[src/design/pcg_pkg.sv]
`timescale 1ns / 1ps
// ----------------------------------------------------------------------------
// pcg_pkg: shared types and constants for the colour gradient map
// Field widths, register layout and the colour span type passed between stages.
// ----------------------------------------------------------------------------
package pcg_pkg;

   localparam int NUM_POINTS_DEF    = 7;
   localparam int SAMPLE_BITS_DEF   = 16;
   localparam int FRACTION_BITS_DEF = 16;

   // Register file layout: breakpoint value above the RGB888 colour.
   localparam int REG_COUNT      = 7;
   localparam int CSR_INDEX_BITS = 3;
   localparam int POINT_BITS     = 40;
   localparam int VALUE_BITS     = 16;
   localparam int VALUE_LSB      = 24;
   localparam int COLOUR_BITS    = 24;
   localparam int CHANNEL_BITS   = 8;
   localparam int NUM_CHANNELS   = 3;
   localparam int PACKED_BITS    = 16;

   // Segment numerator and denominator are below 2^17; the divider remainder
   // needs one more bit for its left shift.
   localparam int DEN_BITS = VALUE_BITS + 1;
   localparam int REM_BITS = DEN_BITS + 1;

   typedef logic [COLOUR_BITS-1:0] colour_type;

   typedef struct packed {
      colour_type lo;
      colour_type hi;
   } span_type;

endpackage

[src/design/pcg_point_regs.sv]
`timescale 1ns / 1ps
// ----------------------------------------------------------------------------
// pcg_point_regs: breakpoint register file
// Holds one breakpoint value and colour per point, written from the csr port.
// ----------------------------------------------------------------------------
module pcg_point_regs import pcg_pkg::*; #(
   parameter int NUM_POINTS = NUM_POINTS_DEF
) (
   input  logic                                 clock,
   input  logic                                 reset,
   input  logic                                 wr_en,
   input  logic [CSR_INDEX_BITS-1:0]            wr_index,
   input  logic [POINT_BITS-1:0]                wr_data,
   output logic [NUM_POINTS-1:0][POINT_BITS-1:0] points_o
);

   logic [NUM_POINTS-1:0][POINT_BITS-1:0] point_ff;
   logic [NUM_POINTS-1:0][POINT_BITS-1:0] point_in;

   // Writes to an index without a register are dropped.
   always_comb begin
      point_in = point_ff;
      for (int k = 0; k < NUM_POINTS; k++) begin
         if (wr_en && (k < REG_COUNT) && (wr_index == CSR_INDEX_BITS'(k))) begin
            point_in[k] = wr_data;
         end
      end
   end

   always_ff @(posedge clock) begin
      if (reset) begin
         point_ff <= '0;
      end else begin
         point_ff <= point_in;
      end
   end

   assign points_o = point_ff;

endmodule

[src/design/pcg_segment_select.sv]
`timescale 1ns / 1ps
// ----------------------------------------------------------------------------
// pcg_segment_select: segment search and divider setup
// Stage one compares the sample with every breakpoint; stage two picks the
// segment and forms the numerator, denominator and endpoint colours.
// ----------------------------------------------------------------------------
module pcg_segment_select import pcg_pkg::*; #(
   parameter int NUM_POINTS  = NUM_POINTS_DEF,
   parameter int SAMPLE_BITS = SAMPLE_BITS_DEF
) (
   input  logic                                 clock,
   input  logic                                 reset,
   input  logic                                 advance,
   input  logic                                 valid_i,
   input  logic [SAMPLE_BITS-1:0]               sample_i,
   input  logic [NUM_POINTS-1:0][POINT_BITS-1:0] points_i,
   output logic                                 valid_o,
   output logic [DEN_BITS-1:0]                  num_o,
   output logic [DEN_BITS-1:0]                  den_o,
   output span_type                             span_o
);

   localparam int CMP_BITS = (SAMPLE_BITS > VALUE_BITS) ? SAMPLE_BITS : VALUE_BITS;
   localparam int CMP_EXT  = CMP_BITS + 1;
   localparam int LAST     = NUM_POINTS - 1;
   localparam int IDX_BITS = $clog2(NUM_POINTS);

   // Stage one
   logic signed [CMP_BITS-1:0]  sample_ext;
   logic signed [CMP_BITS-1:0]  value_ext [NUM_POINTS];
   logic                        s1_valid_ff, s1_valid_in;
   logic signed [CMP_BITS-1:0]  s1_sample_ff;
   logic [NUM_POINTS-1:0]       s1_lt_ff, s1_lt_in;
   logic                        s1_below_ff, s1_below_in;
   logic                        s1_above_ff, s1_above_in;

   // Stage two
   logic [IDX_BITS-1:0]         sel_idx, prev_idx;
   logic [VALUE_BITS-1:0]       v_lo, v_hi;
   logic [CMP_BITS:0]           num_wide;
   logic                        s2_valid_ff, s2_valid_in;
   logic [DEN_BITS-1:0]         s2_num_ff, s2_num_in;
   logic [DEN_BITS-1:0]         s2_den_ff, s2_den_in;
   span_type                    s2_span_ff, s2_span_in;

   assign sample_ext = CMP_BITS'($signed(sample_i));

   always_comb begin
      for (int k = 0; k < NUM_POINTS; k++) begin
         value_ext[k] = CMP_BITS'($signed(points_i[k][POINT_BITS-1:VALUE_LSB]));
         s1_lt_in[k]  = value_ext[k] < sample_ext;
      end
      s1_below_in = sample_ext <= value_ext[0];
      s1_above_in = sample_ext > value_ext[LAST];
      s1_valid_in = valid_i;
   end

   always_ff @(posedge clock) begin
      if (reset) begin
         s1_valid_ff <= 1'b0;
      end else if (advance) begin
         s1_valid_ff <= s1_valid_in;
      end
   end

   always_ff @(posedge clock) begin
      if (advance) begin
         s1_sample_ff <= sample_ext;
         s1_lt_ff     <= s1_lt_in;
         s1_below_ff  <= s1_below_in;
         s1_above_ff  <= s1_above_in;
      end
   end

   // First inner breakpoint not below the sample, else the last one.
   always_comb begin
      sel_idx = IDX_BITS'(LAST);
      for (int k = LAST - 1; k >= 1; k--) begin
         if (!s1_lt_ff[k]) begin
            sel_idx = IDX_BITS'(k);
         end
      end
      prev_idx = sel_idx - IDX_BITS'(1);
      v_lo     = points_i[prev_idx][POINT_BITS-1:VALUE_LSB];
      v_hi     = points_i[sel_idx][POINT_BITS-1:VALUE_LSB];
      num_wide = {s1_sample_ff[CMP_BITS-1], s1_sample_ff} - CMP_EXT'($signed(v_lo));

      s2_valid_in = s1_valid_ff;
      s2_num_in   = num_wide[DEN_BITS-1:0];
      s2_den_in   = DEN_BITS'($signed(v_hi)) - DEN_BITS'($signed(v_lo));
      s2_span_in.lo = points_i[prev_idx][COLOUR_BITS-1:0];
      s2_span_in.hi = points_i[sel_idx][COLOUR_BITS-1:0];

      // Out-of-range samples take a flat span so the blend returns its colour.
      if (s1_below_ff || s1_above_ff) begin
         s2_num_in = '0;
         s2_den_in = DEN_BITS'(1);
         if (s1_below_ff) begin
            s2_span_in.lo = points_i[0][COLOUR_BITS-1:0];
         end else begin
            s2_span_in.lo = points_i[LAST][COLOUR_BITS-1:0];
         end
         s2_span_in.hi = s2_span_in.lo;
      end
   end

   always_ff @(posedge clock) begin
      if (reset) begin
         s2_valid_ff <= 1'b0;
      end else if (advance) begin
         s2_valid_ff <= s2_valid_in;
      end
   end

   always_ff @(posedge clock) begin
      if (advance) begin
         s2_num_ff  <= s2_num_in;
         s2_den_ff  <= s2_den_in;
         s2_span_ff <= s2_span_in;
      end
   end

   assign valid_o = s2_valid_ff;
   assign num_o   = s2_num_ff;
   assign den_o   = s2_den_ff;
   assign span_o  = s2_span_ff;

endmodule

[src/design/pcg_frac_divider.sv]
`timescale 1ns / 1ps
// ----------------------------------------------------------------------------
// pcg_frac_divider: pipelined restoring divider for the segment fraction
// One quotient bit per stage; the endpoint colours ride along with each item.
// ----------------------------------------------------------------------------
module pcg_frac_divider import pcg_pkg::*; #(
   parameter int FRACTION_BITS = FRACTION_BITS_DEF
) (
   input  logic                     clock,
   input  logic                     reset,
   input  logic                     advance,
   input  logic                     valid_i,
   input  logic [DEN_BITS-1:0]      num_i,
   input  logic [DEN_BITS-1:0]      den_i,
   input  span_type                 span_i,
   output logic                     valid_o,
   output logic [FRACTION_BITS:0]   quo_o,
   output span_type                 span_o
);

   localparam int Q_BITS = FRACTION_BITS + 1;
   localparam int STAGES = Q_BITS;

   logic [STAGES-1:0]   valid_ff;
   logic [REM_BITS-1:0] rem_ff  [STAGES];
   logic [REM_BITS-1:0] rem_in  [STAGES];
   logic [DEN_BITS-1:0] den_ff  [STAGES];
   logic [DEN_BITS-1:0] den_in  [STAGES];
   logic [Q_BITS-1:0]   quo_ff  [STAGES];
   logic [Q_BITS-1:0]   quo_in  [STAGES];
   span_type            span_ff [STAGES];
   span_type            span_in [STAGES];
   logic [STAGES-1:0]   valid_in;

   for (genvar j = 0; j < STAGES; j++) begin : g_stage
      logic [REM_BITS-1:0] trial;
      logic [Q_BITS-1:0]   quo_src;
      logic                fits;

      // The first stage decides the integer bit, which is 0 or 1 since the
      // numerator never exceeds the denominator.
      if (j == 0) begin : g_first
         assign trial       = {1'b0, num_i};
         assign quo_src     = '0;
         assign den_in[j]   = den_i;
         assign span_in[j]  = span_i;
         assign valid_in[j] = valid_i;
      end else begin : g_next
         assign trial       = {rem_ff[j-1][REM_BITS-2:0], 1'b0};
         assign quo_src     = quo_ff[j-1];
         assign den_in[j]   = den_ff[j-1];
         assign span_in[j]  = span_ff[j-1];
         assign valid_in[j] = valid_ff[j-1];
      end

      assign fits      = trial >= {1'b0, den_in[j]};
      assign rem_in[j] = fits ? (trial - {1'b0, den_in[j]}) : trial;
      assign quo_in[j] = {quo_src[Q_BITS-2:0], fits};

      always_ff @(posedge clock) begin
         if (reset) begin
            valid_ff[j] <= 1'b0;
         end else if (advance) begin
            valid_ff[j] <= valid_in[j];
         end
      end

      always_ff @(posedge clock) begin
         if (advance) begin
            rem_ff[j]  <= rem_in[j];
            den_ff[j]  <= den_in[j];
            quo_ff[j]  <= quo_in[j];
            span_ff[j] <= span_in[j];
         end
      end
   end

   assign valid_o = valid_ff[STAGES-1];
   assign quo_o   = quo_ff[STAGES-1];
   assign span_o  = span_ff[STAGES-1];

   // A stalled pipeline must neither drop nor create items.
   a_hold_on_stall: assert property (@(posedge clock) disable iff (reset)
      !advance |=> $stable(valid_ff))
      else $error("divider valid bits changed during a stall");

endmodule

[src/design/pcg_channel_blend.sv]
`timescale 1ns / 1ps
// ----------------------------------------------------------------------------
// pcg_channel_blend: per-channel linear interpolation
// Registers fraction times colour step for each channel, then adds the base.
// ----------------------------------------------------------------------------
module pcg_channel_blend import pcg_pkg::*; #(
   parameter int FRACTION_BITS = FRACTION_BITS_DEF
) (
   input  logic                    clock,
   input  logic                    reset,
   input  logic                    advance,
   input  logic                    valid_i,
   input  logic [FRACTION_BITS:0]  quo_i,
   input  span_type                span_i,
   output logic                    valid_o,
   output colour_type              rgb_o
);

   localparam int Q_BITS    = FRACTION_BITS + 1;
   localparam int DIFF_BITS = CHANNEL_BITS + 1;
   localparam int PROD_BITS = Q_BITS + 1 + DIFF_BITS + 1;

   logic                        valid_ff;
   logic signed [PROD_BITS-1:0] prod_ff [NUM_CHANNELS];
   logic signed [PROD_BITS-1:0] prod_in [NUM_CHANNELS];
   colour_type                  base_ff;
   logic signed [DIFF_BITS-1:0] diff    [NUM_CHANNELS];
   logic signed [PROD_BITS-1:0] total   [NUM_CHANNELS];

   always_comb begin
      for (int c = 0; c < NUM_CHANNELS; c++) begin
         diff[c] = $signed({1'b0, span_i.hi[c*CHANNEL_BITS +: CHANNEL_BITS]})
                 - $signed({1'b0, span_i.lo[c*CHANNEL_BITS +: CHANNEL_BITS]});
         prod_in[c] = $signed({1'b0, quo_i}) * diff[c];
      end
   end

   always_ff @(posedge clock) begin
      if (reset) begin
         valid_ff <= 1'b0;
      end else if (advance) begin
         valid_ff <= valid_i;
      end
   end

   always_ff @(posedge clock) begin
      if (advance) begin
         prod_ff <= prod_in;
         base_ff <= span_i.lo;
      end
   end

   // The sum always lies between the two endpoints, so the integer part is
   // the channel value with no clamping.
   always_comb begin
      for (int c = 0; c < NUM_CHANNELS; c++) begin
         total[c] = prod_ff[c]
                  + $signed(PROD_BITS'({base_ff[c*CHANNEL_BITS +: CHANNEL_BITS],
                                        {FRACTION_BITS{1'b0}}}));
         rgb_o[c*CHANNEL_BITS +: CHANNEL_BITS] =
            total[c][FRACTION_BITS + CHANNEL_BITS - 1:FRACTION_BITS];
      end
   end

   assign valid_o = valid_ff;

endmodule

[src/design/piecewise_colour_gradient_map.sv]
// Throughput: one item per cycle while the skid register is empty;
// the fraction divider retires one quotient bit per stage.
// Backpressure: a skid register behind the output keeps req_ready high while one
// result waits; the whole pipeline holds only once that skid register is full.
// Reset: synchronous, active high; clears all valid bits and the breakpoint registers.
`timescale 1ns / 1ps
// ----------------------------------------------------------------------------
// piecewise_colour_gradient_map: piecewise-linear colour gradient, RGB888/RGB565
// Maps a signed sample onto a colour by linear interpolation between the two
// breakpoints that enclose it.
// ----------------------------------------------------------------------------
module piecewise_colour_gradient_map import pcg_pkg::*; #(
   parameter int NUM_POINTS    = NUM_POINTS_DEF,
   parameter int SAMPLE_BITS   = SAMPLE_BITS_DEF,
   parameter int FRACTION_BITS = FRACTION_BITS_DEF
) (
   input  logic                      clock,
   input  logic                      reset,
   // Sample channel
   input  logic                      req_valid,
   output logic                      req_ready,
   input  logic [SAMPLE_BITS-1:0]    req_sample,
   // Colour channel
   output logic                      rsp_valid,
   input  logic                      rsp_ready,
   output logic [COLOUR_BITS-1:0]    rsp_rgb_full,
   output logic [PACKED_BITS-1:0]    rsp_rgb_packed,
   // Breakpoint register writes
   input  logic                      csr_valid,
   output logic                      csr_ready,
   input  logic [CSR_INDEX_BITS-1:0] csr_index,
   input  logic [POINT_BITS-1:0]     csr_data
);

   logic [NUM_POINTS-1:0][POINT_BITS-1:0] points;

   logic                      advance;
   logic                      sel_valid;
   logic [DEN_BITS-1:0]       sel_num;
   logic [DEN_BITS-1:0]       sel_den;
   span_type                  sel_span;
   logic                      div_valid;
   logic [FRACTION_BITS:0]    div_quo;
   span_type                  div_span;
   logic                      blend_valid;
   colour_type                blend_rgb;

   logic                      out_valid_ff, out_valid_in;
   colour_type                out_rgb_ff, out_rgb_in;
   logic                      skid_valid_ff, skid_valid_in;
   colour_type                skid_rgb_ff, skid_rgb_in;
   logic                      out_free;

   // Register writes are always taken; the register file ignores indexes
   // that have no breakpoint behind them.
   assign csr_ready = 1'b1;

   pcg_point_regs #(
      .NUM_POINTS (NUM_POINTS)
   ) u_point_regs (
      .clock    (clock),
      .reset    (reset),
      .wr_en    (csr_valid),
      .wr_index (csr_index),
      .wr_data  (csr_data),
      .points_o (points)
   );

   // Every pipeline stage moves together. The enable comes straight from a
   // register, so no ready path runs through the stages.
   assign advance   = !skid_valid_ff;
   assign req_ready = advance;

   // Stages 1-2: compare against all breakpoints, then choose the segment.
   pcg_segment_select #(
      .NUM_POINTS  (NUM_POINTS),
      .SAMPLE_BITS (SAMPLE_BITS)
   ) u_segment_select (
      .clock    (clock),
      .reset    (reset),
      .advance  (advance),
      .valid_i  (req_valid),
      .sample_i (req_sample),
      .points_i (points),
      .valid_o  (sel_valid),
      .num_o    (sel_num),
      .den_o    (sel_den),
      .span_o   (sel_span)
   );

   // FRACTION_BITS + 1 stages: fraction of the way along the segment.
   pcg_frac_divider #(
      .FRACTION_BITS (FRACTION_BITS)
   ) u_frac_divider (
      .clock   (clock),
      .reset   (reset),
      .advance (advance),
      .valid_i (sel_valid),
      .num_i   (sel_num),
      .den_i   (sel_den),
      .span_i  (sel_span),
      .valid_o (div_valid),
      .quo_o   (div_quo),
      .span_o  (div_span)
   );

   // One stage of multipliers, then the base add feeding the output register.
   pcg_channel_blend #(
      .FRACTION_BITS (FRACTION_BITS)
   ) u_channel_blend (
      .clock   (clock),
      .reset   (reset),
      .advance (advance),
      .valid_i (div_valid),
      .quo_i   (div_quo),
      .span_i  (div_span),
      .valid_o (blend_valid),
      .rgb_o   (blend_rgb)
   );

   // Output register with a skid register behind it. When the output is
   // stalled the item leaving the pipeline parks in the skid register, and
   // the pipeline holds from the next cycle on. While the skid register is
   // full the pipeline is frozen, so its last stage is not consumed.
   assign out_free = !out_valid_ff || rsp_ready;

   always_comb begin
      out_valid_in  = out_valid_ff;
      out_rgb_in    = out_rgb_ff;
      skid_valid_in = skid_valid_ff;
      skid_rgb_in   = skid_rgb_ff;
      if (out_free) begin
         if (skid_valid_ff) begin
            out_valid_in  = 1'b1;
            out_rgb_in    = skid_rgb_ff;
            skid_valid_in = 1'b0;
         end else begin
            out_valid_in = blend_valid;
            out_rgb_in   = blend_rgb;
         end
      end else if (blend_valid && advance) begin
         skid_valid_in = 1'b1;
         skid_rgb_in   = blend_rgb;
      end
   end

   always_ff @(posedge clock) begin
      if (reset) begin
         out_valid_ff  <= 1'b0;
         skid_valid_ff <= 1'b0;
      end else begin
         out_valid_ff  <= out_valid_in;
         skid_valid_ff <= skid_valid_in;
      end
   end

   always_ff @(posedge clock) begin
      out_rgb_ff  <= out_rgb_in;
      skid_rgb_ff <= skid_rgb_in;
   end

   assign rsp_valid    = out_valid_ff;
   assign rsp_rgb_full = out_rgb_ff;

   // RGB565 keeps the top five, six and five bits of red, green and blue.
   assign rsp_rgb_packed = {out_rgb_ff[23:19], out_rgb_ff[15:10], out_rgb_ff[7:3]};

   // The skid register only fills behind a waiting output item.
   a_skid_behind_out: assert property (@(posedge clock) disable iff (reset)
      skid_valid_ff |-> out_valid_ff)
      else $error("skid register holds an item while the output is empty");

   a_skid_fill_on_stall: assert property (@(posedge clock) disable iff (reset)
      $rose(skid_valid_ff) |-> $past(out_valid_ff && !rsp_ready))
      else $error("skid register filled while the output was free");

   a_skid_drains_first: assert property (@(posedge clock) disable iff (reset)
      skid_valid_ff && rsp_ready |=> out_valid_ff && !skid_valid_ff)
      else $error("skid item not moved to the output when the output drained");

endmodule
[config.mk]
export PLATFORM = sky130hd
export DESIGN_NAME = piecewise_colour_gradient_map
export DESIGN_NICKNAME = d
export VERILOG_FILES = /design/src/design/pcg_pkg.sv /design/src/design/pcg_point_regs.sv /design/src/design/pcg_segment_select.sv /design/src/design/pcg_frac_divider.sv /design/src/design/pcg_channel_blend.sv /design/src/design/piecewise_colour_gradient_map.sv
export SDC_FILE = /design/constraint.sdc
export NUM_CORES = 2
export LEC_CHECK = 0
export BUFFER_PORTS_ARGS = -buffer_cell sky130_fd_sc_hd__buf_2
export CAP_MARGIN = 10
export CELL_PAD_IN_SITES_DETAIL_PLACEMENT = 0
export CELL_PAD_IN_SITES_GLOBAL_PLACEMENT = 1
export CORE_UTILIZATION = 25
export DETAILED_ROUTE_END_ITERATION = 7
export PLACE_DENSITY_LB_ADDON = 0.1
export SLEW_MARGIN = 5
export SYNTH_ARGS = -nofsm -noshare
export SYNTH_HDL_FRONTEND = slang
export SYNTH_SLANG_ARGS = --single-unit
[constraint.sdc]
create_clock -name clock -period 90.6 [get_ports clock]
set_input_delay 4.53 -clock clock [delete_from_list [all_inputs] [get_ports clock]]
set_output_delay 4.53 -clock clock [all_outputs]
set_load 0.01 [all_outputs]
==> reports/metrics.cfg <==
[status]
outcome=complete, no violations

[floorplan]
initial_core_util=0.2510
die_width_um=643.3
ios=107
num_rows=235
die_area_um2=413800
die_height_um=643.3
coreArea_um2=409600

[placed_design]
io_buffers=105
dp_cells=13880
placed_area_um2=110000
dpl.hpwl_um=177500
place.gp.congestion=0.7981

[clocking]
clock-sinks=2016
h-tree-depth=5
cts-root-buf=clkbuf_16
cts_buffer_depth=4
insertion_delay_ps=920
cts_tree=built
cts_hold_buf=0
clk_pin_slew_ps=60
cts_setup_buffers=0
cts_resized=0
cts_buffers=262

[logic_synthesis]
ys_top_cells_by_area=edfxtp_1, ha_1, fa_1
synthMuxAreaShare=0.03269
synthArstFlopShare=0
synth-seq-cells=2016
synth_ff_type=edfxtp_1
synth_top_area_frac=0.5007
synth_compound_area_frac=0.09629
synth_top_family_by_area=adder cells
netlist_area_um2=102800
yosysSeqAreaShare=0.5595
yosysWarnings=0
synth_xor_area_frac=0.02297
synth_cell_type_count=87
syn_nets=9547
syn-instance-count=8515
syn-mean-instance-area_um2=12.07
synthSimpleGateAreaFrac=0.1071
synth_area_leader_cell=edfxtp_1
synth_adder_area_share=0.1426
synth-edff-count=1714

[timing]
setup_violations=0
worst_slew_pin_slew_ps=1100
rsz0062_at_grt=no
fmax_ghz=0.1314
maxSlewViolCount=0
final.setup_skew_ps=79.47
hold_violations=0
maxSlewHeadroom=0.2651
fin_crit_sh=0.08401
setup-tns-final_ps=0
fin_crit_ps=7611

[global_routing]
grt.met1_usage=0.1592
use_met3=0.01652
grt-ovfl-total=0
grt_pass1_wl_um=414600
grt_start_max_net_pins=178
grt_pass1_vias=67300
antenna_found_initial=19
met2_usage=0.2305
grtUsageTotal=0.1290
busiest_layer=met2

[setup_path]
ff2ff_setup_slack_ps=82990
crit_type=flip-flop to flip-flop
worstPathRequired_ps=91190
startpoint_type=flip-flop
crit_path_end_kind=flip-flop
r2r-end=u_channel_blend.prod_ff[51]$_DFFE_PN_
ff2ff_path_depth=27
critical_path_arrival_ps=8200
r2r_start=u_frac_divider.span_ff[2][32]$_DFFE_PN_
cp_max_fo=17

[cells_and_area]
nets=9722
fin_cells=14350
final_area_um2=118500
areaGrowthSynthToFinish_pct=15.24
n_fill_cell=41460
layout-drive-gt1-share=0.09766
final_common_cell=edfxtp_1
final_cell_mix=edfxtp_1, nand2_1, inv_1

[routing]
wire_per_inst_um=18.92
drt_iter0_drc=3117
dr.pass1.iters=5
antenna_left=0
drc_errors=0
via_per_inst=4.415
vias=63370
wirelength_um=271500

[worst_hold_path]
hp-start=u_frac_divider.span_ff[1][275]$_DFFE_PN_
min_to=u_frac_divider.span_ff[1][323]$_DFFE_PN_
hp-class=flip-flop to flip-flop
hold_depth=0

[job]
max-cap-violations=0

-- cell type report --
class                      count  area, um2  share of cell area
multi-input combinational   5473      41550              0.3508
clock buffer                 327       7093             0.05988
antenna                        5      12.51           0.0001056
timing repair buffer         215       1411             0.01191
sequential                  2016      57520              0.4855
tap                         5451       6820             0.05757
inverter                     722       2723             0.02298
clock inverter               145       1335             0.01127
-- worst max-delay path, stage by stage, from the launching register on --
cell	delay (ps)
edfxtp_1	420
ha_1	220
fa_1	400
nand2b_1	160
a21boi_0	260
o21a_1	210
o21ai_0	110
nor2b_1	160
xnor2_1	130
buf_4	240
nand2_1	110
fa_1	520
fa_1	500
inv_1	50
fa_1	440
fa_1	480
inv_1	50
fa_1	510
inv_1	60
ha_1	290
nor4bb_1	280
nand4_1	140
a21boi_0	500
o21ai_0	260
a21oi_1	360
a221o_1	240
a21oi_1	80
xnor3_1	180
-- worst max-delay path by stage --
| stage | from | to | slack, ps | cells past startpoint |
|---|---|---|---|---|
| after floorplan | skid_valid_ff$_SDFFE_PP0P_ | req_ready | 40800 | 2 |
| after global placement | u_frac_divider.span_ff[2][32]$_DFFE_PN_ | u_channel_blend.prod_ff[51]$_DFFE_PN_ | 82910 | 27 |
| after detailed placement | u_frac_divider.span_ff[2][32]$_DFFE_PN_ | u_channel_blend.prod_ff[51]$_DFFE_PN_ | 82940 | 27 |
| after CTS | u_frac_divider.span_ff[2][32]$_DFFE_PN_ | u_channel_blend.prod_ff[51]$_DFFE_PN_ | 82950 | 27 |
| after global routing | u_frac_divider.span_ff[2][32]$_DFFE_PN_ | u_channel_blend.prod_ff[51]$_DFFE_PN_ | 82490 | 27 |
| final | u_frac_divider.span_ff[2][32]$_DFFE_PN_ | u_channel_blend.prod_ff[51]$_DFFE_PN_ | 82990 | 27 |
-- sequential cells by signal, indices dropped and copies added (netlist names), 5 cells and up --
signal                         cells
u_frac_divider.valid_ff           16
u_frac_divider.quo_ff            153
skid_rgb_ff                       24
u_segment_select.den_o            17
u_channel_blend.base_ff           24
u_channel_blend.prod_ff           24
u_frac_divider.span_ff           816
u_segment_select.s1_lt_ff          5
u_frac_divider.rem_ff            272
u_point_regs.points_o            280
u_frac_divider.den_ff            272
u_segment_select.num_o            17
u_segment_select.span_o           48
rsp_rgb_full                      24
u_segment_select.s1_sample_ff     16
-- cell usage after synthesis, drive strengths merged (102+ instances only) --
cell type	count
dfxtp	302
inv	722
and2	236
a21oi	670
mux2	137
edfxtp	1714
nand2b	145
xnor2	171
nand2	1129
o21ai	320
fa	339
ha	629
nor3	102
clkbuf	240
nor2	357
-- per-stage QoR --
stage | setup WS [ps] | utilization | hold slack (ps)
floorplan | 40800 | - | 400.3
global placement | 82910 | 0.2686 | 400.3
detailed placement | 82940 | 0.2686 | 404.5
CTS | 82950 | 0.2892 | 358.0
global route | 82490 | 0.2892 | 369.8
finish | 82990 | 0.2892 | 369.0
-- cell families after synthesis --
group / after synthesis
buf+inv: 1026
other cells: 1
mux: 266
simple gates: 2368
xor+xnor: 268
compound gates: 1602
flops: 2016
fa+ha+maj: 968
-- metal layers --
| metal | up-vias | part of all wire |
|---|---|---|
| li1 | 30570 | - |
| met1 | 31300 | 0.44 |
| met2 | 979 | 0.49 |
| met3 | 531 | 0.033 |
| met4 | 2 | 0.034 |
| met5 | - | 0.000041 |
Power is left out: the tool's default activity adds up to more than one toggle a clock period on the data nets, which glitch-free logic cannot reach.
